### config.mk
export PLATFORM = sky130hd
export DESIGN_NAME = gf_matrix_keystream_xor_top
export DESIGN_NICKNAME = d
export VERILOG_FILES = /design/src/design/gmkx_pkg.sv /design/src/design/gmkx_advance.sv /design/src/design/gmkx_out_stage.sv /design/src/design/gf_matrix_keystream_xor_top.sv
export SDC_FILE = /design/constraint.sdc
export NUM_CORES = 1
export LEC_CHECK = 0
export BUFFER_PORTS_ARGS = -buffer_cell sky130_fd_sc_hd__buf_4
export CAP_MARGIN = 20
export CORE_MARGIN = 2
export CORE_UTILIZATION = 30
export CTS_CLUSTER_DIAMETER = 30
export CTS_CLUSTER_SIZE = 28
export DETAILED_ROUTE_END_ITERATION = 7
export PLACE_DENSITY_LB_ADDON = 0.25
export SYNTH_ARGS = -nofsm -noshare
export SYNTH_HDL_FRONTEND = slang
export SYNTH_SLANG_ARGS = --single-unit
### constraint.sdc
create_clock -name clk_i -period 3 [get_ports clk_i]
set_input_delay 0.15 -clock clk_i [delete_from_list [all_inputs] [get_ports clk_i]]
set_output_delay 0.15 -clock clk_i [all_outputs]
set_load 0.01 [all_outputs]
### src/design/gmkx_pkg.sv
// Package for the GF(2) matrix keystream cipher: widths, seed reset value,
// the 32x32 matrix rows and the state advance / byte fold functions.
// No dependencies.
`default_nettype none

package gmkx_pkg;

  localparam int unsigned StateW = 32;
  localparam int unsigned ByteW  = 8;

  typedef logic [StateW-1:0] state_t;
  typedef logic [ByteW-1:0]  byte_t;

  localparam state_t SEED_RESET = 32'd1843441187;

  // Row k is selected by state bit k.
  localparam state_t GAL_ROWS [StateW] = '{
    32'd3193055860, 32'd971011855,  32'd1942023710, 32'd3884047420,
    32'd2319948703, 32'd1372263641, 32'd2744527282, 32'd40398979,
    32'd80797958,   32'd161595916,  32'd323191832,  32'd646383664,
    32'd1292767328, 32'd2585534656, 32'd1903977063, 32'd3807954126,
    32'd2159389307, 32'd1143961361, 32'd2287922722, 32'd1442447267,
    32'd2884894534, 32'd312728939,  32'd625457878,  32'd1250915756,
    32'd2501831512, 32'd1870263639, 32'd3740527278, 32'd4171495099,
    32'd3020148369, 32'd759414469,  32'd1518828938, 32'd3037657876
  };

  // GF(2) vector-matrix product: XOR of the rows picked by set bits.
  function automatic state_t advance(input state_t v);
    state_t acc;
    acc = '0;
    for (int k = 0; k < StateW; k++) begin
      acc ^= GAL_ROWS[k] & {StateW{v[k]}};
    end
    return acc;
  endfunction

  // XOR of the four bytes of the state.
  function automatic byte_t fold_bytes(input state_t v);
    return v[7:0] ^ v[15:8] ^ v[23:16] ^ v[31:24];
  endfunction

endpackage

`default_nettype wire

### src/design/gmkx_advance.sv
// One cipher step: next state from the matrix product and the output byte.
// Depends on gmkx_pkg.
`default_nettype none

module gmkx_advance (
  input  wire gmkx_pkg::state_t state_i,
  input  wire gmkx_pkg::byte_t  data_i,
  output gmkx_pkg::state_t      next_state_o,
  output gmkx_pkg::byte_t       out_byte_o
);

  gmkx_pkg::state_t next_state;

  assign next_state   = gmkx_pkg::advance(state_i);
  assign next_state_o = next_state;
  assign out_byte_o   = data_i ^ gmkx_pkg::fold_bytes(next_state);

endmodule

`default_nettype wire

### src/design/gmkx_out_stage.sv
// Output register stage with valid/ready; takes a new byte whenever it is
// empty or being drained. Depends on gmkx_pkg.
`default_nettype none

module gmkx_out_stage (
  input  wire                  clk_i,
  input  wire                  rst_ni,
  input  wire                  in_valid_i,
  output logic                 in_ready_o,
  input  wire gmkx_pkg::byte_t in_data_i,
  output logic                 out_valid_o,
  input  wire                  out_ready_i,
  output gmkx_pkg::byte_t      out_data_o
);

  logic            valid_q, valid_d;
  gmkx_pkg::byte_t data_q;

  assign in_ready_o = !valid_q || out_ready_i;

  always_comb begin
    valid_d = valid_q;
    if (in_ready_o) begin
      valid_d = in_valid_i;
    end
  end

  always_ff @(posedge clk_i or negedge rst_ni) begin
    if (!rst_ni) begin
      valid_q <= 1'b0;
    end else begin
      valid_q <= valid_d;
    end
  end

  always_ff @(posedge clk_i) begin
    if (in_valid_i && in_ready_o) begin
      data_q <= in_data_i;
    end
  end

  assign out_valid_o = valid_q;
  assign out_data_o  = data_q;

endmodule

`default_nettype wire

### src/design/gf_matrix_keystream_xor_top.sv
// Output: an accepted byte is registered and on m_axis in the next cycle.
// Throughput: one byte per cycle while not stalled; the state register feeds
//   the 32x32 GF(2) AND-XOR tree, written back in the cycle a byte is taken.
// Stalls: s_axis_tready follows m_axis_tready while the result register is full.
// Reset: asynchronous, active low; state loads the seed reset value, result
//   register empties. A seed write reloads the state at once.
// Depends on gmkx_pkg, gmkx_advance, gmkx_out_stage.
`default_nettype none

module gf_matrix_keystream_xor_top (
  input  wire        clk_i,
  input  wire        rst_ni,
  // Seed write channel
  input  wire        cfg_valid_i,
  output logic       cfg_ready_o,
  input  wire [31:0] cfg_data_i,      // [31:0] seed
  // Input byte stream
  input  wire        s_axis_tvalid_i,
  output logic       s_axis_tready_o,
  input  wire [7:0]  s_axis_tdata_i,  // [7:0] data_byte
  // Result byte stream
  output logic       m_axis_tvalid_o,
  input  wire        m_axis_tready_i,
  output logic [7:0] m_axis_tdata_o   // [7:0] out_byte
);

  gmkx_pkg::state_t state_q, state_d;
  gmkx_pkg::state_t next_state;
  gmkx_pkg::byte_t  out_byte;
  logic             in_accept;
  logic             cfg_accept;

  // The seed is only ever needed to (re)load the state, so it is not kept.
  assign cfg_ready_o = 1'b1;
  assign cfg_accept  = cfg_valid_i && cfg_ready_o;
  assign in_accept   = s_axis_tvalid_i && s_axis_tready_o;

  gmkx_advance u_advance (
    .state_i      (state_q),
    .data_i       (s_axis_tdata_i),
    .next_state_o (next_state),
    .out_byte_o   (out_byte)
  );

  // Seed write wins; writes must come only while idle; the block does not enforce it.
  always_comb begin
    state_d = state_q;
    priority if (cfg_accept) begin
      state_d = cfg_data_i;
    end else if (in_accept) begin
      state_d = next_state;
    end
  end

  always_ff @(posedge clk_i or negedge rst_ni) begin
    if (!rst_ni) begin
      state_q <= gmkx_pkg::SEED_RESET;
    end else begin
      state_q <= state_d;
    end
  end

  gmkx_out_stage u_out_stage (
    .clk_i       (clk_i),
    .rst_ni      (rst_ni),
    .in_valid_i  (s_axis_tvalid_i),
    .in_ready_o  (s_axis_tready_o),
    .in_data_i   (out_byte),
    .out_valid_o (m_axis_tvalid_o),
    .out_ready_i (m_axis_tready_i),
    .out_data_o  (m_axis_tdata_o)
  );

  // Seed write lands in the state register.
  a_cfg_load: assert property (@(posedge clk_i) disable iff (!rst_ni)
    cfg_accept |=> state_q == $past(cfg_data_i))
    else $error("seed write not loaded into state");

  // An accepted byte advances the state by one matrix step.
  a_step: assert property (@(posedge clk_i) disable iff (!rst_ni)
    (in_accept && !cfg_accept) |=> state_q == gmkx_pkg::advance($past(state_q)))
    else $error("state did not advance on accepted byte");

  // Every accepted byte yields a pending result.
  a_result: assert property (@(posedge clk_i) disable iff (!rst_ni)
    in_accept |=> m_axis_tvalid_o)
    else $error("accepted byte produced no result");

  // State holds when nothing is taken.
  a_hold: assert property (@(posedge clk_i) disable iff (!rst_ni)
    (!in_accept && !cfg_accept) |=> $stable(state_q))
    else $error("state changed without a request");

endmodule

`default_nettype wire
==> run_results.csv, run 1 <==
group,metric,value,unit
global_routing,grt_pass1_vias,3481,
worst_setup_path,cp-end-kind,"flip-flop",
floorplanning,die_h,131,um
timing,rsz0062_at_grt,"false",
placed_design,place_ws,-0.0394,ns
drt,ant_nets,0,
cells_and_area,register_area,0.00109,mm2
worst_setup_path,startpoint_type,"flip-flop",
placed_design,place_congestion,0.902,
synth,synthesis.instances,429,
worst_setup_path,critical_path.max_fanout,7,
synth,synth_top_family_by_area,"XOR/XNOR gates",
global_routing,antenna_found_initial,0,
timing,max_clock_freq,345,MHz
drt,vias,3138,
global_routing,gr-usage-all-layers,17.6,%
worst_setup_path,reg2reg_setup_slack,0.10,ns
timing,fin_tns_setup,0,ns
global_routing,grt_use_met3,4.13,%
worst_setup_path,cp.arrival,2.96,ns
timing,final-max-slew-violation-count,0,
drt,drc,0,
synth,yosys_warnings,0,
drt,drt_first_iter_violations,210,
timing,hold_violations,0,
worst_hold_path,hp-class,"in2reg",
worst_setup_path,worst_path_max_delay_cell,"dfstp_2",
drt,post_drt_wl_per_cell,20.6,um
synth,yosys.area_share.simple,3.41,%
worst_setup_path,critPathMaxStageDelay,0.70,ns
timing,post-route-min-period,2.90,ns
global_routing,busiest_layer,"met2",
synth,syn_area_per_cell,11.3,um2
worst_setup_path,worstPathRequired,3.06,ns
cells_and_area,num-fill-cells,1632,
floorplanning,core_area,0.0158,mm2
floorplanning,io-pin-count,56,
drt,viasPerCell,4.48,
cells_and_area,diodes,0,
flow_run,maxCapViolations,0,
clock_tree,insertion_delay,0.31,ns
global_routing,grt_pass1_wl,22300,um
floorplanning,die_x,131,um
global_routing,met1_usage,24.2,%
drt,dr.pass1.iters,4,
synth,synth_xor_area_share,59.8,%
floorplanning,die_area,0.0172,mm2
cells_and_area,layout-drive-gt1-share,27.3,%
global_routing,overflow,0,
clock_tree,numCtsBuffers,5,
timing,whs,0.0403,ns
clock_tree,h-tree-depth,2,
floorplanning,initial_core_util,30.6,%
clock_tree,cts_tree,"done",
timing,worstMarginPinSlew,0.613,ns
timing,max_slew_margin,58.9,%
synth,syn_nets,474,
timing,setup_violations,0,
worst_setup_path,setup.worst_path.class,"reg2reg",
synth,seq_area_frac_synth,22.4,%
placed_design,dpl.hpwl,11300,um
synth,syn_area,0.00485,mm2
placed_design,dpl_cell_area,0.00554,mm2
synth,synthMuxAreaShare,3.82,%
clock_tree,clock_path_buffers,2,
synth,synth_fa_ha_area_share,0,%
synth,synth-seq-cells,41,
cells_and_area,multiInputGateArea,0.00353,mm2
timing,finalClockSkew,0.00915,ns
global_routing,grt_max_degree,56,
drt,wirelength,14400,um
floorplanning,num_rows,46,
worst_setup_path,cp_cell_sequence,"xnor3_2 > xnor3_2 > xnor3_1 > xor2_2 > xnor3_1 > xnor2_1",
clock_tree,clk_pin_slew_worst_paths,0.07,ns
clock_tree,cts.sinks,41,
timing,final.period_utilization,96.6,%
cells_and_area,areaGrowthSynthToFinish,18.3,%
global_routing,use_met2,27.6,%
synth,synth_compound_area_share,5.50,%
placed_design,io_buffers,54,
cells_and_area,stdcell_area,0.00574,mm2
synth,ys_types,33,
run_status,outcome,"finished clean",
timing,fin_ws,0.101,ns
cells_and_area,finish.net_count,528,
clock_tree,cts_root_buf,"clkbuf_16",
sequential cells by signal, summed over array words and instances, names as in the netlist:
signal,flops
state_q,32
u_out_stage.out_data_o,8
u_out_stage.out_valid_o,1
critical path: cells and delay by family (launching register included):
family / cells / cell delay (ns)
xor gates and xnor gates: 6 / 1.95
DFF: 1 / 0.70
layer usage:
layer	part of all wire [%]	up-vias
met4	2.0	0
met3	6.0	15
li1	-	1491
met1	46	1552
met5	0	-
met2	46	80
kinds of logic (layout without fill, tap and decap cells):
family	Yosys count	after routing
compound gates	49	49
flops	41	41
other cells	1	1
mux	18	18
simple gates	40	40
buf+inv	44	99
xor+xnor	236	236
placed cells by master, fill, tap and decap left out, types with 2 or more instances in the layout:
master and count:
nand2b_1 2, xnor2_4 2, xnor2_1 137, buf_4 88
inv_1 2, a21oi_1 16, mux2i_1 14, dfstp_2 16
edfxtp_1 8, xor2_2 3, xnor3_2 4, xor2_1 35
nor2_1 5, xnor3_1 44, xnor2_2 6, o21a_1 4
mux2_2 4, dfrtp_1 16, clkbuf_16 5, nand2_1 29
o21ai_0 15, xor3_1 4, o21ai_1 10, nor2b_1 4
cell usage after synthesis:
cell type,n,area share (%)
nand2b_1,2,0.26
o21a_1,4,0.62
mux2i_1,14,2.9
dfstp_2,16,8.7
o211ai_1,1,0.15
a21oi_1,16,1.7
xnor3_2,4,2.0
nor2_1,5,0.39
xor3_2,1,0.52
nand2_1,29,2.2
a21o_1,1,0.15
buf_1,2,0.15
o21ai_0,15,1.5
xor3_1,4,2.0
buf_2,17,1.8
o21ai_1,10,1.0
a2bb2oi_1,1,0.18
buf_6,5,1.2
clkbuf_1,13,1.0
buf_4,5,0.77
xnor3_1,44,20
edfxtp_1,8,5.0
xnor2_2,5,1.7
inv_1,2,0.15
conb_1,1,0.077
dfrtp_1,17,8.8
xor2_1,36,6.5
xnor2_1,138,25
mux2_2,4,0.93
a211oi_1,1,0.15
nor2b_1,4,0.52
xor2_2,2,0.67
xnor2_4,2,1.1
repair_timing:
| item | CTS | global route |
|---|---|---|
| hold buffers | 1 | 0 |
| setup buffers | 0 | 0 |
| hold endpoints to repair | 17 | 0 |
| pin swaps | 0 | 0 |
| gates resized for setup | 2 | 1 |
| endpoints found under the setup margin | 2 | 1 |
through the flow:
step	utilization, %	std cells
2_1_floorplan	-	429
3_3_place_gp	35.0	691
3_5_place_dp	35.0	691
4_1_cts	36.2	700
5_1_grt	36.3	700
6_report	36.3	700
worst paths after layout:
path                                         startpoint                         to  cells after the start
worst min register to register  u_out_stage.out_valid_o    u_out_stage.out_valid_o                      2
worst min-delay path                    s_axis_tvalid_i    u_out_stage.out_valid_o                      2
worst max-delay path                        state_q[21]  u_out_stage.out_data_o[4]                      6
max in group asynchronous                        rst_ni                state_q[13]                      2
worst max register to register              state_q[21]  u_out_stage.out_data_o[4]                      6
min in group asynchronous                        rst_ni                state_q[16]                      2
area by class of cell:
type                            count  area share [%]
Multi-Input combinational cell    344            61.6
Sequential cell                    41            18.9
Tap cell                          216            4.71
Clock buffer                        6            2.25
Inverter                            2           0.131
Timing Repair Buffer               89            11.7
Clock inverter                      2           0.676
Power of run 1 is not shown: default switching activity piles up to over one toggle a cycle in this logic, so the estimate is an artifact.
==> run 2, diff against run 1 <==
--- a/config.mk
+++ b/config.mk
@@ -15,4 +15,5 @@
 export PLACE_DENSITY_LB_ADDON = 0.25
 export SYNTH_ARGS = -nofsm -noshare
 export SYNTH_HDL_FRONTEND = slang
+export SYNTH_HIERARCHICAL = 1
 export SYNTH_SLANG_ARGS = --single-unit
==> run_results.csv, run 2 <==
group,metric,value,unit
synth,yosys.area_share.simple,8.36,%
cells_and_area,num-fill-cells,1758,
global_routing,gr-usage-all-layers,17.8,%
clock_tree,clock_path_buffers,2,
flow_run,maxCapViolations,0,
synth,synthMostInstantiatedCell,"xnor2_1",
synth,yosys_warnings,6,
synth,synth_fa_ha_area_share,0,%
cells_and_area,utilization,35.4,%
floorplanning,die_area,0.0185,mm2
synth,seq_area_frac_synth,20.7,%
synth,async_flop_share,80.5,%
clock_tree,numCtsBuffers,5,
global_routing,grt_pass1_wl,23800,um
synth,synth-main-ff-cell,"dfrtp_1",
clock_tree,clk_pin_slew_worst_paths,0.07,ns
synth,synth_xor_area_share,53.6,%
synth,syn_area_per_cell,11.3,um2
cells_and_area,top_register,"state_q",
clock_tree,cts_root_buf,"clkbuf_16",
timing,fin_tns_setup,0,ns
timing,max_clock_freq,336,MHz
run_status,outcome,"finished clean",
cells_and_area,areaGrowthSynthToFinish,16.1,%
timing,hold_violations,0,
clock_tree,cts_tree,"done",
cells_and_area,diodes,0,
timing,rsz0062_at_grt,"false",
drt,drt_first_iter_violations,265,
worst_setup_path,cp.arrival,3.02,ns
floorplanning,initial_core_util,30.5,%
timing,final-max-slew-violation-count,0,
synth,synth_top_family_by_area,"XOR/XNOR gates",
worst_setup_path,startpoint_type,"flip-flop",
synth,synth_edf_count,8,
synth,synth-seq-cells,41,
synth,synthMuxAreaShare,0,%
drt,wirelength,16100,um
synth,synth_top_area_share,23.6,%
drt,post_drt_wl_per_cell,21.8,um
placed_design,dpl.hpwl,12700,um
global_routing,grt_pass1_vias,3670,
worst_setup_path,critical_path.max_fanout,4,
drt,ant_nets,0,
floorplanning,io-pin-count,56,
floorplanning,num_rows,48,
floorplanning,die_h,136,um
timing,setup_violations,0,
worst_setup_path,worstPathRequired,3.04,ns
cells_and_area,finish.net_count,557,
timing,finalClockSkew,0.0139,ns
drt,viasPerCell,4.79,
placed_design,place_congestion,0.953,
global_routing,grt_max_degree,88,
drt,dr.pass1.iters,4,
cells_and_area,largest_register_ffs,32,
clock_tree,post_cts_buffers,0,
timing,worstMarginPinSlew,0.904,ns
cells_and_area,most-common-layout-cells,"140 x xnor2_1, 87 x buf_4, 48 x xor2_1, 35 x xnor3_1",
timing,final.period_utilization,99.3,%
drt,drc,0,
worst_setup_path,cp-end-kind,"flip-flop",
synth,yosys.area.top_type,"xnor2_1",
synth,ys_types,25,
floorplanning,die_x,136,um
drt,vias,3535,
synth,syn_nets,510,
worst_hold_path,hp-class,"in2reg",
synth,synthesis.instances,465,
timing,post-route-min-period,2.98,ns
clock_tree,cts.sinks,41,
synth,synthTopCellsByArea,"xnor2_1 24%, xnor3_1 15%, o311ai_2 9.3%, dfrtp_1 8.1%, dfstp_2 8.0%",
synth,syn_area,0.00524,mm2
timing,max_slew_margin,39.7,%
synth,synth_common_cells,"141 x xnor2_1, 48 x xor2_1, 35 x xnor3_1",
global_routing,overflow,0,
worst_setup_path,setup.worst_path.class,"reg2reg",
synth,synth_compound_area_share,9.64,%
global_routing,antenna_found_initial,0,
cells_and_area,layout_commonest_cell,"xnor2_1",
clock_tree,h-tree-depth,2,
cells_and_area,layout-drive-gt1-share,31.2,%
timing,whs,0.0722,ns
floorplanning,core_area,0.0172,mm2
clock_tree,insertion_delay,0.30,ns
placed_design,io_buffers,54,
==> run 2: cell count changes in the layout (fill, tap and decap cells not counted), sizes merged, moves of 4 or more <==
cell	change
nand4b	+32
o311ai	+32
inv	+31
o21ai	-25
a21oi	-16
mux2i	-14
xor2	+14
xnor3	-12
nor2	-5
xnor2	+5
mux2	-4
nor2b	-4
o21a	-4
==> run 2: kinds of logic (layout without fill, tap and decap cells) <==
family                 Yosys count  count (layout)
XOR/XNOR                       243             243
buffers and inverters           80             128
AND/OR/NAND/NOR                 68              68
flip-flops                      41              41
AO/OA/AOI/OAI                   32              32
other                            1               1
==> run 2: area by class of cell <==
| cell class | count | area (um2) | share of cell area (%) |
|---|---|---|---|
| Multi-Input combinational cell | 344 | 3760 | 61.9 |
| Sequential cell | 41 | 1090 | 17.9 |
| Timing Repair Buffer | 88 | 663 | 10.9 |
| Tap cell | 225 | 282 | 4.63 |
| Clock buffer | 5 | 125 | 2.06 |
| Inverter | 32 | 120 | 1.97 |
| Clock inverter | 3 | 43.8 | 0.720 |
==> run 2: what timing repair did <==
action	in CTS	in global routing
hold buffers	1	0
gates resized for setup	1	1
setup endpoints to repair	1	1
pin swaps	0	0
hold endpoints to repair	17	0
==> run 2: critical path: stages (launching register included) <==
cell and delay [ns]:
dfstp_2 0.58, buf_4 0.15, xnor3_1 0.37, xnor3_1 0.46, xor2_1 0.21, xnor2_1 0.42, xnor3_1 0.52
==> run 2: path summary, 6_finish.rpt <==
check | startpoint | to | slack [ns] | depth (start not counted)
max in group asynchronous | rst_ni | state_q[25] | 2.26 | 2
min in group asynchronous | rst_ni | state_q[19] | 0.37 | 2
setup reg to reg | state_q[1] | u_out_stage/out_data_o[6] | 0.02 | 6
hold / removal | cfg_data_i[27] | state_q[27] | 0.07 | 3
setup / recovery | state_q[1] | u_out_stage/out_data_o[6] | 0.02 | 6
hold reg to reg | state_q[29] | state_q[29] | 0.58 | 2
==> run 2: per-stage QoR <==
stage          area (um2)  std cells  setup WS (ns)
2_1_floorplan        5240        465          0.411
3_3_place_gp         5900        729         -0.114
3_5_place_dp         5900        729        -0.0328
4_1_cts              6080        738         0.0474
5_1_grt              6080        738         0.0127
6_report             6080        738         0.0201
==> run 2: layer usage <==
layer	up-vias	track usage [%]	share of wire, %
met5	-	0	0
met4	0	6.77	3.7
met3	32	2.01	4.4
met2	111	29.3	48
met1	1766	23.9	44
li1	1626	-	-
Power of run 2 is left out for the same reason.
==> run 3, diff against run 2 <==
--- a/config.mk
+++ b/config.mk
@@ -13,7 +13,7 @@
 export CTS_CLUSTER_SIZE = 28
 export DETAILED_ROUTE_END_ITERATION = 7
 export PLACE_DENSITY_LB_ADDON = 0.25
+export REMOVE_ABC_BUFFERS = 1
 export SYNTH_ARGS = -nofsm -noshare
 export SYNTH_HDL_FRONTEND = slang
-export SYNTH_HIERARCHICAL = 1
 export SYNTH_SLANG_ARGS = --single-unit
==> run_results.csv, run 3 (synthesis results as in run 1) <==
group,metric,value,unit
global_routing,overflow,0,
drt,wl_met3,877,um
drt,top_layer,"met4",
worst_setup_path,critPathMaxStageDelay,0.64,ns
timing,setup_violations,0,
timing,final-max-slew-violation-count,0,
drt,drt_first_iter_violations,213,
timing,fin_tns_setup,0,ns
timing,final.period_utilization,93.8,%
cells_and_area,largest_register_ffs,32,
drt,ant_nets,0,
clock_tree,cts.sinks,41,
global_routing,gr-usage-all-layers,16.8,%
worst_setup_path,startpoint_type,"flip-flop",
cells_and_area,stdcell_area,0.00565,mm2
floorplanning,core_area,0.0158,mm2
timing,max_slew_margin,36.7,%
run_status,outcome,"finished clean",
clock_tree,cts_tree,"done",
worst_setup_path,r2r-start,"state_q[1]",
clock_tree,clk_pin_slew_worst_paths,0.06,ns
floorplanning,num_rows,46,
timing,max_clock_freq,355,MHz
worst_setup_path,cp-end-kind,"flip-flop",
clock_tree,clock_path_buffers,2,
drt,drc,0,
cells_and_area,most-common-layout-cells,"138 x xnor2_1, 82 x buf_4, 44 x xnor3_1, 36 x xor2_1, 29 x nand2_1",
cells_and_area,areaGrowthSynthToFinish,16.5,%
placed_design,place_congestion,0.944,
worst_setup_path,cp-startpoint,"state_q[1]",
clock_tree,cts_root_buf,"clkbuf_16",
floorplanning,initial_core_util,30.6,%
worst_setup_path,worstPathRequired,3.04,ns
drt,viasPerCell,4.55,
worst_setup_path,endpoint,"u_out_stage.out_data_o[5]",
drt,wl_met2,6270,um
cells_and_area,layout-drive-gt1-share,25.9,%
timing,post-route-min-period,2.82,ns
cells_and_area,utilization,35.7,%
timing,finalClockSkew,0.00586,ns
drt,post_drt_wl_per_cell,20.1,um
worst_setup_path,crit_top_cell,"xnor2_1",
global_routing,grt_pass1_wl,21500,um
drt,drt-met1-wl,6310,um
timing,hold_violations,0,
worst_setup_path,cp_cell_sequence,"xor3_2 > xnor3_2 > xnor3_2 > xnor2_1 > xnor2_1 > xnor2_1",
placed_design,dpl.hpwl,10900,um
global_routing,antenna_found_initial,0,
worst_setup_path,cp.arrival,2.86,ns
placed_design,dpl_cell_area,0.00550,mm2
global_routing,grt_pass1_vias,3432,
timing,worstMarginPinSlew,0.943,ns
worst_setup_path,setup.worst_path.class,"reg2reg",
clock_tree,post_cts_buffers,0,
cells_and_area,diodes,0,
clock_tree,insertion_delay,0.30,ns
timing,rsz0062_at_grt,"false",
placed_design,io_buffers,54,
clock_tree,numCtsBuffers,5,
floorplanning,die_area,0.0172,mm2
global_routing,grt_max_degree,56,
worst_setup_path,rr_worst_depth,6,
worst_setup_path,r2r-end,"u_out_stage.out_data_o[5]",
clock_tree,h-tree-depth,2,
floorplanning,die_h,131,um
cells_and_area,instances_no_fill,694,
cells_and_area,finish.net_count,522,
drt,wirelength,13900,um
placed_design,place_inst,685,
cells_and_area,top_register,"state_q",
floorplanning,io-pin-count,56,
worst_hold_path,hp-class,"in2reg",
worst_setup_path,critical_path.max_fanout,6,
worst_setup_path,worst_path_max_delay_cell,"dfstp_2",
cells_and_area,layout_commonest_cell,"xnor2_1",
flow_run,maxCapViolations,0,
drt,dr.pass1.iters,4,
cells_and_area,num-fill-cells,1636,
floorplanning,die_x,131,um
drt,vias,3161,
worst_setup_path,reg2reg_setup_slack,0.18,ns
==> run 3: cell count changes in the layout (fill, tap and decap cells not counted), moves of 5 or more <==
cell	change
nor2_1	+5
a21oi_1	+16
o21ai_0	+15
xnor3_1	+9
o311ai_2	-30
nand4b_1	-32
buf_4	-5
o21ai_1	+10
inv_1	-30
xor2_1	-12
mux2i_1	+14
==> run 3: final cells by class <==
cell class / count / area, um2 / area share [%]
Inverter: 2 / 7.51 / 0.133
Clock inverter: 2 / 10.0 / 0.177
Tap cell: 216 / 270 / 4.78
Clock buffer: 6 / 129 / 2.28
Timing Repair Buffer: 83 / 626 / 11.1
Multi-Input combinational cell: 344 / 3520 / 62.3
Sequential cell: 41 / 1090 / 19.2
==> run 3: repair_timing <==
item	4_1_cts	5_1_grt
resized for setup	0	1
hold buffers	1	0
hold endpoints to repair	17	0
endpoints found under the setup margin	0	1
==> run 3: worst min-delay path by stage <==
stage                         start                       to  slack, ns  cells past startpoint
finish              s_axis_tvalid_i  u_out_stage.out_valid_o       0.05                      2
global route        s_axis_tvalid_i  u_out_stage.out_valid_o       0.05                      2
CTS                 s_axis_tvalid_i  u_out_stage.out_valid_o       0.04                      2
detailed placement           rst_ni              state_q[17]       0.15                      1
global placement             rst_ni              state_q[17]       0.14                      1
floorplan                    rst_ni              state_q[12]      -0.15                      0
==> run 3: worst max-delay path, delay by kind of cell (launching register included) <==
kind                      cells  cell delay (ns)
DFF                           1             0.64
xor gates and xnor gates      6             1.92
==> run 3: per-stage QoR <==
| stage | hold WS [ns] | setup WS, ns |
|---|---|---|
| global route | 0.0483 | 0.0429 |
| global placement | 0.140 | 0.0928 |
| CTS | 0.0389 | 0.0668 |
| finish | 0.0456 | 0.185 |
| detailed placement | 0.152 | 0.0740 |
| floorplan | -0.146 | 0.388 |
==> run 3: routing by layer <==
| layer | vias up | track usage (%) |
|---|---|---|
| li1 | 1481 | - |
| met1 | 1540 | 22.8 |
| met2 | 112 | 26.2 |
| met3 | 28 | 3.70 |
| met4 | 0 | 6.46 |
| met5 | - | 0 |
Power of run 3 is left out for the same reason.
